`src/hdl/rect_circle_rasterizer_core_assert.svh`:
```
// assertion macros for the rasterizer core
`ifndef RECT_CIRCLE_RASTERIZER_CORE_ASSERT_SVH
`define RECT_CIRCLE_RASTERIZER_CORE_ASSERT_SVH

// consequent holds in the same cycle
`define RCR_ASSERT_SAME(label, clk, rst, ante, cons) \
   label: assert property (@(posedge clk) disable iff (rst) (ante) |-> (cons)) \
      else $error("rcr assertion failed");

// consequent holds in the next cycle
`define RCR_ASSERT_NEXT(label, clk, rst, ante, cons) \
   label: assert property (@(posedge clk) disable iff (rst) (ante) |=> (cons)) \
      else $error("rcr assertion failed");

`endif

```
`src/hdl/rcr_pkg.sv`:
```
package rcr_pkg;

   localparam int OPCODE_W    = 2;
   localparam int BYTE_W      = 8;
   localparam int RADIUS_W    = 7;
   localparam int COLOR_W     = 3;
   localparam int STATUS_W    = 2;
   localparam int COORD_W     = 11;
   localparam int DIST_W      = 8;
   localparam int RR_W        = 14;
   localparam int SQ_W        = 16;
   localparam int SUM_W       = 17;
   localparam int CSR_INDEX_W = 8;
   localparam int CFG_W       = 8;

   localparam logic [OPCODE_W-1:0] OP_RECT   = 2'd0;
   localparam logic [OPCODE_W-1:0] OP_CIRCLE = 2'd1;
   localparam logic [OPCODE_W-1:0] OP_READ   = 2'd2;

   localparam logic [STATUS_W-1:0] STATUS_OK       = 2'd0;
   localparam logic [STATUS_W-1:0] STATUS_RECT_ERR = 2'd1;
   localparam logic [STATUS_W-1:0] STATUS_READ_ERR = 2'd2;

   localparam logic [COLOR_W-1:0] COLOR_BLACK = 3'd0;
   localparam logic [COLOR_W-1:0] COLOR_MAX   = 3'd4;

   localparam logic [CSR_INDEX_W-1:0] CSR_OUTER_MARGIN = 8'd0;
   localparam logic [CSR_INDEX_W-1:0] CSR_INNER_MARGIN = 8'd1;

   localparam logic [CFG_W-1:0] OUTER_MARGIN_RESET = 8'd30;
   localparam logic [CFG_W-1:0] INNER_MARGIN_RESET = 8'd35;

   // circle scan spans 2r+5 beyond the corner, centre sits r+1 in
   localparam logic [COORD_W-1:0] CIRCLE_PAD    = 11'd5;
   localparam logic [COORD_W-1:0] CENTRE_OFFSET = 11'd1;

   typedef struct packed {
      logic [OPCODE_W-1:0] opcode;
      logic [BYTE_W-1:0]   pos_x;
      logic [BYTE_W-1:0]   pos_y;
      logic [BYTE_W-1:0]   rect_height;
      logic [BYTE_W-1:0]   rect_width;
      logic [RADIUS_W-1:0] radius;
      logic [COLOR_W-1:0]  color;
      logic                filled;
   } req_type;

   typedef struct packed {
      logic [STATUS_W-1:0] status;
      logic [COLOR_W-1:0]  pixel_color;
   } rsp_type;

   typedef struct packed {
      logic load;
      logic clear;
      logic scan_step;
      logic take_pixel;
   } dp_cmd_type;

   typedef struct packed {
      logic [OPCODE_W-1:0] opcode;
      logic                rect_fits;
      logic                rect_empty;
      logic                read_in_frame;
      logic                scan_last;
      logic                clear_last;
   } dp_stat_type;

endpackage

```
`src/hdl/rcr_ctrl.sv`:
```
module rcr_ctrl import rcr_pkg::*; (
   input  logic                clock,
   input  logic                reset,
   input  logic                start,
   input  dp_stat_type         stat,
   output dp_cmd_type          cmd,
   output logic                busy,
   output logic                rsp_valid,
   output logic [STATUS_W-1:0] rsp_status
);

   typedef enum logic [2:0] {
      ST_CLEAR,
      ST_IDLE,
      ST_DECODE,
      ST_SCAN,
      ST_DRAIN_A,
      ST_DRAIN_B,
      ST_READ,
      ST_RESP
   } state_type;

   state_type           state_ff;
   logic [STATUS_W-1:0] status_ff;

   always_ff @(posedge clock) begin
      if (reset) begin
         state_ff  <= ST_CLEAR;
         status_ff <= STATUS_OK;
      end else begin
         unique case (state_ff)
            ST_CLEAR: begin
               if (stat.clear_last) begin
                  state_ff <= ST_IDLE;
               end
            end
            ST_IDLE: begin
               if (start) begin
                  state_ff  <= ST_DECODE;
                  status_ff <= STATUS_OK;
               end
            end
            ST_DECODE: begin
               unique case (stat.opcode)
                  OP_RECT: begin
                     if (!stat.rect_fits) begin
                        status_ff <= STATUS_RECT_ERR;
                        state_ff  <= ST_RESP;
                     end else if (stat.rect_empty) begin
                        state_ff <= ST_RESP;
                     end else begin
                        state_ff <= ST_SCAN;
                     end
                  end
                  OP_CIRCLE: begin
                     state_ff <= ST_SCAN;
                  end
                  OP_READ: begin
                     if (stat.read_in_frame) begin
                        state_ff <= ST_READ;
                     end else begin
                        status_ff <= STATUS_READ_ERR;
                        state_ff  <= ST_RESP;
                     end
                  end
                  default: begin
                     state_ff <= ST_RESP;
                  end
               endcase
            end
            ST_SCAN: begin
               if (stat.scan_last) begin
                  state_ff <= ST_DRAIN_A;
               end
            end
            ST_DRAIN_A: begin
               state_ff <= ST_DRAIN_B;
            end
            ST_DRAIN_B: begin
               state_ff <= ST_RESP;
            end
            ST_READ: begin
               state_ff <= ST_RESP;
            end
            ST_RESP: begin
               state_ff <= ST_IDLE;
            end
            default: begin
               state_ff <= ST_IDLE;
            end
         endcase
      end
   end

   assign cmd.load       = start && (state_ff == ST_IDLE);
   assign cmd.clear      = (state_ff == ST_CLEAR);
   assign cmd.scan_step  = (state_ff == ST_SCAN);
   assign cmd.take_pixel = (state_ff == ST_READ);

   assign busy       = (state_ff != ST_IDLE);
   assign rsp_valid  = (state_ff == ST_RESP);
   assign rsp_status = status_ff;

endmodule

```
`config.mk`:
```
export PLATFORM = sky130hd
export DESIGN_NAME = rcr_ctrl
export DESIGN_NICKNAME = d
export VERILOG_FILES = /design/src/hdl/rect_circle_rasterizer_core_assert.svh /design/src/hdl/rcr_pkg.sv /design/src/hdl/rcr_ctrl.sv
export SDC_FILE = /design/constraint.sdc
export NUM_CORES = 1
export LEC_CHECK = 0
export BUFFER_PORTS_ARGS = -buffer_cell sky130_fd_sc_hd__buf_2
export CORE_AREA = 2 2 39 41
export DETAILED_ROUTE_END_ITERATION = 8
export DIE_AREA = 0 0 41 43
export PLACE_DENSITY = 0.5
export SYNTH_ARGS = -nofsm -noshare
export SYNTH_HDL_FRONTEND = slang
export SYNTH_SLANG_ARGS = --single-unit
```
`constraint.sdc`:
```
create_clock -name clock -period 2 [get_ports clock]
set_clock_uncertainty 0.2 [all_clocks]
set_input_delay 0.5 -clock clock [delete_from_list [all_inputs] [get_ports clock]]
set_output_delay 0.5 -clock clock [all_outputs]
set_load 0.02 [all_outputs]
```
* Word-level counts from Yosys, hierarchy flattened
Cells that the tools add are included.
Widths: inputs -> output; s select.
** Word-level totals
- Register bits :: 5
- Input port bits :: 10
- Output and inout port bits :: 8
- Word-level logic and storage cells :: 38
** Operators by class
- Equality and inequality tests :: 16
- Muxes and demuxes :: 13
- Reduce and logical (&&, ||, !) cells :: 7
** Operators by type and width (count)
- $pmux 3 s7 :: 1
- $mux 3 :: 5
- $eq 3x3->1 const B :: 4
- $pmux 3 s3 :: 1
- $pmux 2 s2 :: 2
- $eq 3x2->1 const B :: 2
- $mux 2 :: 3
- $ne 2x2->1 const B :: 3
- $ne 3x3->1 const B :: 2
- $reduce_and 5->1 :: 1
- $eq 3x1->1 const B :: 1
- $logic_not 3->1 :: 1
- $ne 3x1->1 const B :: 1
- $ne 3x2->1 const B :: 1
- $reduce_and 3->1 :: 1
- $eq 2x1->1 const B :: 1
- $eq 2x2->1 const B :: 1
- $logic_not 2->1 :: 1
- $reduce_bool 2->1 :: 1
- $reduce_or 2->1 :: 1
- $logic_and 1x1->1 :: 1
- $mux 1 :: 1

* Longest topological paths before layout
Gate-level depths: netlist of run 1.
- Depth after elaboration :: 4
- Mapped depth :: 5
- Mapped depth without buffers :: 4

* Worst setup path after synthesis of run 1
No wires, ideal clock.
- Kind :: register -> output
- From :: register state_ff[1]
- To :: output cmd[0] (netlist bit)
- Arrival :: 1.151 ns
- Required time :: 1.300 ns
- Path slack :: 0.149 ns
- Stages on the path, launching flop included :: 3
- Path buffers :: 1
- Path through :: dfxtp_1 > clkbuf_1 > nor3b_1
** RTL lines
- start, declared :: line rcr_ctrl.sv:23 : state_type state_ff;
- start signal, assigned :: line rcr_ctrl.sv:28 : state_ff <= ST_CLEAR;
- start signal, assigned :: line rcr_ctrl.sv:34 : state_ff <= ST_IDLE;
- start signal, assigned :: line rcr_ctrl.sv:39 : state_ff <= ST_DECODE;
- end, declared :: line rcr_ctrl.sv:6 : output dp_cmd_type cmd,

==> results of run 1 <==
## final timing paths
path	startpoint	endpoint	slack [ns]	cells past startpoint
worst min-delay path	reset	state_ff[2]$_SDFFE_PP0P_	0.28	2
worst min register to register	rsp_status[0]$_SDFFE_PP0P_	rsp_status[0]$_SDFFE_PP0P_	0.36	3
worst max register to register	state_ff[0]$_SDFFE_PP0P_	rsp_status[0]$_SDFFE_PP0P_	0.48	5
worst max-delay path	state_ff[2]$_SDFFE_PP0P_	cmd[0]	0.13	3
## registers in the layout, indices dropped and copies added, names as in the netlist
signal      flops
state_ff        3
rsp_status      2
## worst register-to-register path: stages (launching register included)
cell                      delay (ns)
sky130_fd_sc_hd__dfxtp_1        0.34
sky130_fd_sc_hd__buf_4          0.18
sky130_fd_sc_hd__nor4b_4        0.25
sky130_fd_sc_hd__nand2_2        0.09
sky130_fd_sc_hd__mux2_1         0.31
sky130_fd_sc_hd__nor2_1         0.07
## cells in the final DEF (no fill, tap or decap)
master / netlist / layout
sky130_fd_sc_hd__clkbuf_1: 1 / 1
sky130_fd_sc_hd__nor2b_1: 1 / 1
sky130_fd_sc_hd__a21oi_1: 5 / 5
sky130_fd_sc_hd__o31a_2: 2 / 2
sky130_fd_sc_hd__dfxtp_2: 0 / 2
sky130_fd_sc_hd__clkbuf_4: 0 / 3
sky130_fd_sc_hd__o21ai_0: 2 / 2
sky130_fd_sc_hd__o31ai_1: 2 / 2
sky130_fd_sc_hd__mux2i_1: 2 / 2
sky130_fd_sc_hd__a211oi_1: 1 / 1
sky130_fd_sc_hd__nor2_1: 9 / 9
sky130_fd_sc_hd__inv_1: 3 / 3
sky130_fd_sc_hd__mux2_1: 1 / 1
sky130_fd_sc_hd__nor3b_1: 1 / 1
sky130_fd_sc_hd__a31oi_1: 1 / 1
sky130_fd_sc_hd__nor4b_4: 1 / 1
sky130_fd_sc_hd__buf_2: 1 / 17
sky130_fd_sc_hd__dfxtp_1: 5 / 3
sky130_fd_sc_hd__o22ai_1: 1 / 1
sky130_fd_sc_hd__nand2_1: 3 / 3
sky130_fd_sc_hd__buf_4: 0 / 1
sky130_fd_sc_hd__nand2_2: 1 / 1
sky130_fd_sc_hd__nor3_1: 1 / 1
## cell families (layout without fill, tap and decap cells)
kind of cell           after synthesis  after routing  share of synthesized area, %
multiplexers                         3              3                          9.03
buffers and inverters                6             25                          9.02
AO/OA/AOI/OAI                       14             14                          26.0
flip-flops                           5              5                          28.9
AND/OR/NAND/NOR                     17             17                          27.1
## per-stage QoR
| stage | hold slack, ns | std cells | utilization, % | worst slack [ns] | total power [W] |
|---|---|---|---|---|---|
| 6_report | 0.284 | 80 | 33.8 | 0.135 | 0.000340 |
| 5_1_grt | 0.300 | 80 | 33.8 | 0.0717 | 0.000362 |
| 3_3_place_gp | 0.373 | 76 | 31.7 | 0.276 | 0.000225 |
| 2_1_floorplan | 0.372 | 45 | - | 0.149 | 0.000193 |
| 3_5_place_dp | 0.361 | 76 | 31.7 | 0.241 | 0.000224 |
| 4_1_cts | 0.288 | 80 | 33.7 | 0.0478 | 0.000344 |
## layer usage
layer / GRT usage (%) / vias up
met2: 14.7 / 8
met5: 0 / -
met4: 6.00 / 0
met3: 3.14 / 2
li1: - / 195
met1: 13.8 / 168
## power breakdown
group          switching (W)  internal (W)  total [W]
sequential         0.0000165      0.000109   0.000125
clock              0.0000424     0.0000755   0.000118
combinational      0.0000550     0.0000414  0.0000964
## cell type report
| class | instances | area [µm²] | share of cell area (%) |
|---|---|---|---|
| sequential | 5 | 103 | 21.9 |
| tap | 16 | 20.0 | 4.28 |
| timing repair buffer | 18 | 92.6 | 19.8 |
| inverter | 3 | 11.3 | 2.41 |
| clock buffer | 4 | 26.3 | 5.61 |
| multi-input combinational | 34 | 215 | 46.0 |
## synth_stat cells, types with 2 or more instances
library cell,count
sky130_fd_sc_hd__a21oi_1,5
sky130_fd_sc_hd__dfxtp_1,5
sky130_fd_sc_hd__inv_1,3
sky130_fd_sc_hd__mux2i_1,2
sky130_fd_sc_hd__nand2_1,3
sky130_fd_sc_hd__nor2_1,9
sky130_fd_sc_hd__o21ai_0,2
sky130_fd_sc_hd__o31a_2,2
sky130_fd_sc_hd__o31ai_1,2
## timing repair
action | CTS | global route
resized for setup | 1 | 1
gates cloned | 0 | 0
endpoints found under the setup margin | 1 | 2
==> results.json, run 1 <==
{
  "status": "finished, final reports clean",
  "critical_path.max_stage_delay_ns": 0.43,
  "route.detailed.vias_per_inst": 4.66,
  "power.static_leakage_nw": 0.218,
  "synth.yosys.seq_area_share_pct": 28.9,
  "m1WireLength_um": 318,
  "post_synth.cell_area_avg_um2": 7.70,
  "clockRootBuffer": "sky130_fd_sc_hd__clkbuf_4",
  "via_count_of_the_first_global_routing_pass": 307,
  "timing_worst_slew_pin_value_ns": 0.218,
  "design_area_um2": 468,
  "area_growth_pct": 35.0,
  "cts_hold_buffers": 0,
  "worstPathBufferInverterCount": 2,
  "timing.critical_path.required_ns": 1.30,
  "average_wire_length_per_cell_after_detail_routing_um": 9.55,
  "post_placement_cell_area_um2": 439,
  "setup.worst_path.class": "flip-flop to output pin",
  "die_h_um": 43,
  "tritoncts": "yes",
  "finalMaxSlewViolations": 0,
  "post_synth_main_area_contributors": "sky130_fd_sc_hd__dfxtp_1 29%, sky130_fd_sc_hd__nor2_1 9.7%, sky130_fd_sc_hd__a21oi_1 7.2%, sky130_fd_sc_hd__nor4b_4 6.9%, sky130_fd_sc_hd__mux2i_1 5.8%",
  "post_route_cells_drive_above_1_share_pct": 42.2,
  "final_nets": 75,
  "die_area_um2": 1760,
  "antenna_cells_inserted": 0,
  "power.density_cell_area_nw_per_um2": 726,
  "vias": 373,
  "yosys_register_bits": 5,
  "timing.max_cap.violations": 0,
  "wl_met2_um": 405,
  "initial_utilization_pct": 25.0,
  "gate_count_after_technology_mapping": 45,
  "grt_pass1_wl_mm": 1.25,
  "worstPathArrival_ns": 1.17,
  "cts.clk_slew.worst_paths_ns": 0.05,
  "buffer_ports.inserted": 17,
  "cts-buffers-inserted": 3,
  "clock_sinks": 5,
  "vdd_ir_drop_max_mv": 0.286,
  "period_share_pct": 93.3,
  "drt_antenna_net_count": 0,
  "hold_violations": 0,
  "max-clock-path-buffers": 2,
  "clock.fmax_ghz": 0.536,
  "cts.htree.levels": 1,
  "highest-signal-layer": "met4",
  "rsz0062_at_grt": "false",
  "fp-row-count": 14,
  "hold_class": "input pin to flip-flop",
  "critical_path.startpoint_type": "flip-flop",
  "remaining_drc_errors": 0,
  "gr-total-overflow": 0,
  "total_negative_slack_for_setup_checks_ns": 0,
  "core_area_um2": 1380,
  "detailedRoute.firstIterationViolations": 3,
  "path_cells": "inv_1, nor3b_1, buf_2",
  "max_slew_margin_pct": 85.3,
  "postSynth.asyncResetShare_pct": 0,
  "layout.filler_cells": 163,
  "critPathSlowestCell": "sky130_fd_sc_hd__dfxtp_2",
  "synthDominantCellAreaShare_pct": 28.9,
  "period_minus_slack_ns": 1.87,
  "grt_antenna_before_repair": 0,
  "synth_enable_flop_cells": 0,
  "synth.lib_cells_used.distinct": 21,
  "maximum_number_of_pins_on_one_net_before_global_route_repair": 13,
  "yosysWarnings": 0,
  "detail_route.first_pass.iterations": 4,
  "finalWeightedCongestion": 0.786,
  "yosysTopAreaCell": "sky130_fd_sc_hd__dfxtp_1",
  "setup_viol": 0,
  "critPathTopFamily": "flip-flops",
  "die_width_um": 41,
  "netlist_area_um2": 347,
  "post_cts.repair.setup_buffers": 0,
  "skew_pair_late_insertion_delay_ns": 0.24,
  "met3_wirelength_um": 31,
  "critPathCaptureType": "output pin",
  "postRouteWirelength_um": 764,
  "io_pins": 18,
  "maximum_fanout_encountered_on_the_critical_timing_path": 10,
  "postSynth.topFlopCell": "sky130_fd_sc_hd__dfxtp_1",
  "syn_nets": 55,
  "grt_util_all_layers_pct": 10.5,
  "hpwl_um": 642
}
(Power assumes the default switching activity.)
==> run 2: changes to the inputs <==
- CTS_CLUSTER_DIAMETER: unset -> 120
- PLACE_DENSITY: 0.5 -> 0.49
==> run 2 against run 1 <==
Compared with the run above: sequential share of layout area stayed put; power is 1.0% higher; critical path depth is the same; global-route usage grew 1.1 points; worst hold slack got worse by 0.0017 ns; register-to-register slack worse by 0.07 ns; critical path type unchanged; critical endpoint unchanged; largest cell class unchanged.
==> results.json, run 2 (synthesis gave the netlist of run 1 again) <==
{
  "status": "finished, final reports clean",
  "worst_setup_path_endpoint": "cmd[0]",
  "finalMaxSlewViolations": 0,
  "ff2ff_setup_slack_ns": 0.41,
  "tritoncts": "yes",
  "intPower_w": 0.000226,
  "critPathCaptureType": "output pin",
  "maximum_fanout_encountered_on_the_critical_timing_path": 10,
  "timing.max_cap.violations": 0,
  "critical_path.max_stage_delay_ns": 0.43,
  "maximum_number_of_pins_on_one_net_before_global_route_repair": 13,
  "initial_utilization_pct": 25.0,
  "die_width_um": 41,
  "route.detailed.vias_per_inst": 4.64,
  "io_pins": 18,
  "max-clock-path-buffers": 2,
  "vias": 371,
  "grt_util_all_layers_pct": 11.6,
  "post_route_cells_drive_above_1_share_pct": 42.2,
  "r2r-start": "state_ff[0]$_SDFFE_PP0P_",
  "ff2ff_path_depth": 5,
  "most-common-layout-cells": "17 x sky130_fd_sc_hd__buf_2, 9 x sky130_fd_sc_hd__nor2_1, 5 x sky130_fd_sc_hd__a21oi_1",
  "detailedRoute.firstIterationViolations": 5,
  "detail_route.first_pass.iterations": 4,
  "area_growth_pct": 35.0,
  "critPathTopFamily": "flip-flops",
  "fp-row-count": 14,
  "timing_worst_slew_pin_value_ns": 0.273,
  "hpwl_um": 676,
  "cts-buffers-inserted": 3,
  "clockRootBuffer": "sky130_fd_sc_hd__clkbuf_4",
  "cts.clk_slew.worst_paths_ns": 0.05,
  "postRouteWirelength_um": 860,
  "critPathSlowestCell": "sky130_fd_sc_hd__dfxtp_2",
  "post_placement_cell_area_um2": 439,
  "antenna_cells_inserted": 0,
  "max_slew_margin_pct": 81.8,
  "netSwitchingPower_w": 0.000117,
  "totalPowerFinal_w": 0.000343,
  "power.density_cell_area_nw_per_um2": 733,
  "clock_sinks": 5,
  "timing.critical_path.required_ns": 1.30,
  "period_minus_slack_ns": 1.86,
  "hold_violations": 0,
  "grt_pass1_wl_mm": 1.30,
  "path_depth": 3,
  "drt_antenna_net_count": 0,
  "flip_flop_count_of_the_largest_register_all_copies_and_words_added": 3,
  "layout.filler_cells": 151,
  "worstPathBufferInverterCount": 2,
  "setup.worst_path.class": "flip-flop to output pin",
  "clock.fmax_ghz": 0.536,
  "period_share_pct": 93.2,
  "reg2reg_to": "rsp_status[0]$_SDFFE_PP0P_",
  "power.share.sequential_pct": 37.4,
  "gr-total-overflow": 0,
  "post_cts.repair.setup_buffers": 0,
  "cts.htree.levels": 1,
  "final_nets": 75,
  "switching_share_pct": 34.2,
  "die_h_um": 43,
  "design_area_um2": 468,
  "p_clk_share_pct": 34.8,
  "worstPathArrival_ns": 1.16,
  "remaining_drc_errors": 0,
  "critPathLaunch": "state_ff[2]$_SDFFE_PP0P_",
  "rsz0062_at_grt": "false",
  "hold_class": "input pin to flip-flop",
  "total_negative_slack_for_setup_checks_ns": 0,
  "combinational_cell_fraction_of_total_power_pct": 27.8,
  "max_flop_register": "state_ff",
  "cts_hold_buffers": 0,
  "path_cells": "inv_1, nor3b_1, buf_2",
  "skew_pair_late_insertion_delay_ns": 0.24,
  "grt_antenna_before_repair": 0,
  "power.static_leakage_nw": 0.218,
  "finalWeightedCongestion": 0.808,
  "buffer_ports.inserted": 17,
  "setup_viol": 0,
  "vdd_ir_drop_max_mv": 0.207,
  "core_area_um2": 1380,
  "die_area_um2": 1760,
  "critical_path.startpoint_type": "flip-flop",
  "via_count_of_the_first_global_routing_pass": 316,
  "average_wire_length_per_cell_after_detail_routing_um": 10.8,
  "final_common_cell": "sky130_fd_sc_hd__buf_2"
}
-- run 2: cell counts in the layout (fill, tap and decap cells not counted) --
No cell type changed its count.
-- run 2: repair_timing --
item,4_1_cts,5_1_grt
resized for setup,1,1
hold endpoints to repair,0,0
setup endpoints to repair,1,3
-- run 2: per-stage QoR --
stage / hold WS (ns) / cells / util (%) / setup slack [ns]
global route: 0.280 / 80 / 33.8 / 0.0329
finish: 0.282 / 80 / 33.8 / 0.136
detailed placement: 0.355 / 76 / 31.7 / 0.248
global placement: 0.353 / 76 / 31.7 / 0.286
CTS: 0.283 / 80 / 33.7 / 0.0370
floorplan: 0.372 / 45 / - / 0.149
-- run 2: routing by layer --
layer | wire length (µm) | share of wire, % | global-route usage (%)
met5 | 0 | 0 | 0
met4 | 0 | 0 | 4.00
met3 | 64 | 7.4 | 7.85
met2 | 416 | 48 | 17.5
met1 | 379 | 44 | 12.4
-- run 2: worst reg2reg max path: cells and delay by family, from the launching register on --
family                 cells  cell delay [ns]
AND/OR/NAND/NOR            3             0.44
flip-flops                 1             0.38
multiplexers               1             0.32
buffers and inverters      1             0.19
-- run 2: final cells by class --
type | count | area (µm²) | share of cell area (%)
tap | 16 | 20.0 | 4.28
timing repair buffer | 18 | 92.6 | 19.8
clock buffer | 4 | 26.3 | 5.61
sequential | 5 | 103 | 21.9
multi-input combinational | 34 | 215 | 46.0
inverter | 3 | 11.3 | 2.41
-- run 2: how the worst min path moves through the flow --
| stage | slack [ns] | end | cells past startpoint | startpoint |
|---|---|---|---|---|
| floorplan | 0.37 | rsp_status[0]$_SDFFE_PP0P_ | 1 | reset |
| global placement | 0.35 | rsp_status[0]$_SDFFE_PP0P_ | 3 | rsp_status[0]$_SDFFE_PP0P_ |
| detailed placement | 0.36 | rsp_status[0]$_SDFFE_PP0P_ | 3 | rsp_status[0]$_SDFFE_PP0P_ |
| CTS | 0.28 | rsp_status[0]$_SDFFE_PP0P_ | 2 | reset |
| global route | 0.28 | state_ff[1]$_SDFFE_PP0P_ | 2 | reset |
| finish | 0.28 | state_ff[1]$_SDFFE_PP0P_ | 2 | reset |
-- run 2: power by group through the flow --
stage,combinational (W),sequential (W),clock (W)
finish,0.0000953,0.000129,0.000119
global route,0.000106,0.000130,0.000134
CTS,0.0000963,0.000128,0.000127
detailed placement,0.0000957,0.000129,0
global placement,0.0000962,0.000129,0
floorplan,0.0000767,0.000116,0
==> run 3: changes to the inputs <==
- RECOVER_POWER: unset -> 50
==> run 3 against run 2 <==
Compared with the run above: critical path depth did not move; largest cell class unchanged; worst setup slack improved by 0.021 ns; cell count did not move; power fell by 2.4%; core utilization fell by 1.5 points; die area did not move; worst hold slack barely moved; final area fell by 4.5%; routed wire length rose by 0.35%; highest routed layer unchanged.
==> results.json, run 3 (synthesis gave the netlist of run 1 again) <==
{
  "clockRootBuffer": "sky130_fd_sc_hd__clkbuf_4",
  "flip_flop_count_of_the_largest_register_all_copies_and_words_added": 3,
  "status": "finished, final reports clean",
  "rsz0062_at_grt": "false",
  "layout.filler_cells": 154,
  "power.density_cell_area_nw_per_um2": 750,
  "skew_pair_late_insertion_delay_ns": 0.24,
  "timing.max_cap.violations": 0,
  "grt_util_all_layers_pct": 11.6,
  "period_share_pct": 92.1,
  "most-common-layout-cells": "15 x sky130_fd_sc_hd__buf_2, 9 x sky130_fd_sc_hd__nor2_1, 5 x sky130_fd_sc_hd__a21oi_1",
  "hold_class": "input pin to flip-flop",
  "detailedRoute.firstIterationViolations": 5,
  "r2r-start": "state_ff[0]$_SDFFE_PP0P_",
  "final_nets": 75,
  "die_h_um": 43,
  "buffer_ports.inserted": 17,
  "clock.fmax_ghz": 0.543,
  "finalWeightedCongestion": 0.808,
  "die_area_um2": 1760,
  "gr-total-overflow": 0,
  "place_worst_setup_slack_ns": 0.248,
  "ff2ff_path_depth": 5,
  "whs_ns": 0.282,
  "period_minus_slack_ns": 1.84,
  "power.static_leakage_nw": 0.203,
  "max-clock-path-buffers": 2,
  "antenna_cells_inserted": 0,
  "route.detailed.vias_per_inst": 4.61,
  "placedCellCount": 76,
  "fp-row-count": 14,
  "average_wire_length_per_cell_after_detail_routing_um": 10.8,
  "grt_pass1_wl_mm": 1.30,
  "io_pins": 18,
  "layout.area.seq_um2": 103,
  "maximum_number_of_pins_on_one_net_before_global_route_repair": 13,
  "critPathCaptureType": "output pin",
  "cts.htree.levels": 1,
  "timing_worst_slew_pin_value_ns": 0.338,
  "die_width_um": 41,
  "max_flop_register": "state_ff",
  "cts-buffers-inserted": 3,
  "layoutNonFillerInstCount": 80,
  "hpwl_um": 676,
  "final_common_cell": "sky130_fd_sc_hd__buf_2",
  "clock_sinks": 5,
  "area_growth_pct": 28.9,
  "worstPathArrival_ns": 1.14,
  "hold_violations": 0,
  "worst_setup_path_endpoint": "cmd[1]",
  "detail_route.first_pass.iterations": 3,
  "tritoncts": "yes",
  "multi_input_area_um2": 200,
  "max_slew_margin_pct": 77.1,
  "vdd_ir_drop_max_mv": 0.203,
  "initial_utilization_pct": 25.0,
  "timing.critical_path.required_ns": 1.30,
  "grt_antenna_before_repair": 0,
  "via_count_of_the_first_global_routing_pass": 316,
  "cts.clk_slew.worst_paths_ns": 0.05,
  "vias": 369,
  "ff2ff_setup_slack_ns": 0.29,
  "remaining_drc_errors": 0,
  "drt_antenna_net_count": 0,
  "total_negative_slack_for_setup_checks_ns": 0,
  "post_route_cells_drive_above_1_share_pct": 35.9,
  "postRouteWirelength_um": 863,
  "finalCoreUtilization_pct": 32.3,
  "setup.worst_path.class": "flip-flop to output pin",
  "reg2reg_to": "rsp_status[0]$_SDFFE_PP0P_",
  "critPathLaunch": "state_ff[0]$_SDFFE_PP0P_",
  "finalMaxSlewViolations": 0,
  "maximum_fanout_encountered_on_the_critical_timing_path": 9,
  "setup_viol": 0,
  "cts_hold_buffers": 0,
  "critical_path.startpoint_type": "flip-flop",
  "postLayoutSetupSlackWorst_ns": 0.157,
  "core_area_um2": 1380
}
[run 3: critical path: stages (launching register included)]
cell and delay [ns]:
sky130_fd_sc_hd__dfxtp_1 0.47, sky130_fd_sc_hd__nand2_1 0.15, sky130_fd_sc_hd__nor2_1 0.11, sky130_fd_sc_hd__buf_2 0.17
[run 3: timing repair]
action,in CTS,in global routing
endpoints found under the setup margin,1,3
gates resized for setup,1,1
setup buffers,0,0
endpoints found under the hold margin,0,0
[run 3: layer usage]
| layer | GRT usage [%] | share of wire (%) | vias to the layer above |
|---|---|---|---|
| met1 | 12.4 | 43 | 164 |
| met2 | 17.5 | 49 | 10 |
| li1 | - | - | 195 |
| met5 | 0 | 0 | - |
| met4 | 4.00 | 0 | 0 |
| met3 | 7.85 | 7.5 | 0 |
[run 3: cell type report]
type / count / area share (%)
clock buffers: 4 / 5.88
inverters: 3 / 2.52
multi-input cells: 34 / 44.8
flip-flops and latches: 5 / 23.0
well taps: 16 / 4.48
repair buffers: 18 / 19.3
[run 3: worst min-delay path by stage]
stage / from / endpoint / slack, ns / depth (start not counted)
6_report: reset / state_ff[1]$_SDFFE_PP0P_ / 0.28 / 2
5_1_grt: reset / state_ff[1]$_SDFFE_PP0P_ / 0.28 / 2
4_1_cts: reset / rsp_status[0]$_SDFFE_PP0P_ / 0.28 / 2
3_5_place_dp: rsp_status[0]$_SDFFE_PP0P_ / rsp_status[0]$_SDFFE_PP0P_ / 0.36 / 3
3_3_place_gp: rsp_status[0]$_SDFFE_PP0P_ / rsp_status[0]$_SDFFE_PP0P_ / 0.35 / 3
2_1_floorplan: reset / rsp_status[0]$_SDFFE_PP0P_ / 0.37 / 1
[run 3: through the flow]
stage / area (µm²) / total power (W)
floorplan: 347 / 0.000193
global placement: 439 / 0.000225
detailed placement: 439 / 0.000225
CTS: 467 / 0.000351
global route: 447 / 0.000362
finish: 447 / 0.000335
[run 3: where the power goes]
group	leakage, nW	total [W]	switching, W	internal (W)
logic	0.146	0.0000884	0.0000520	0.0000364
clock network	0.0150	0.000119	0.0000438	0.0000756
registers	0.0417	0.000127	0.0000184	0.000109
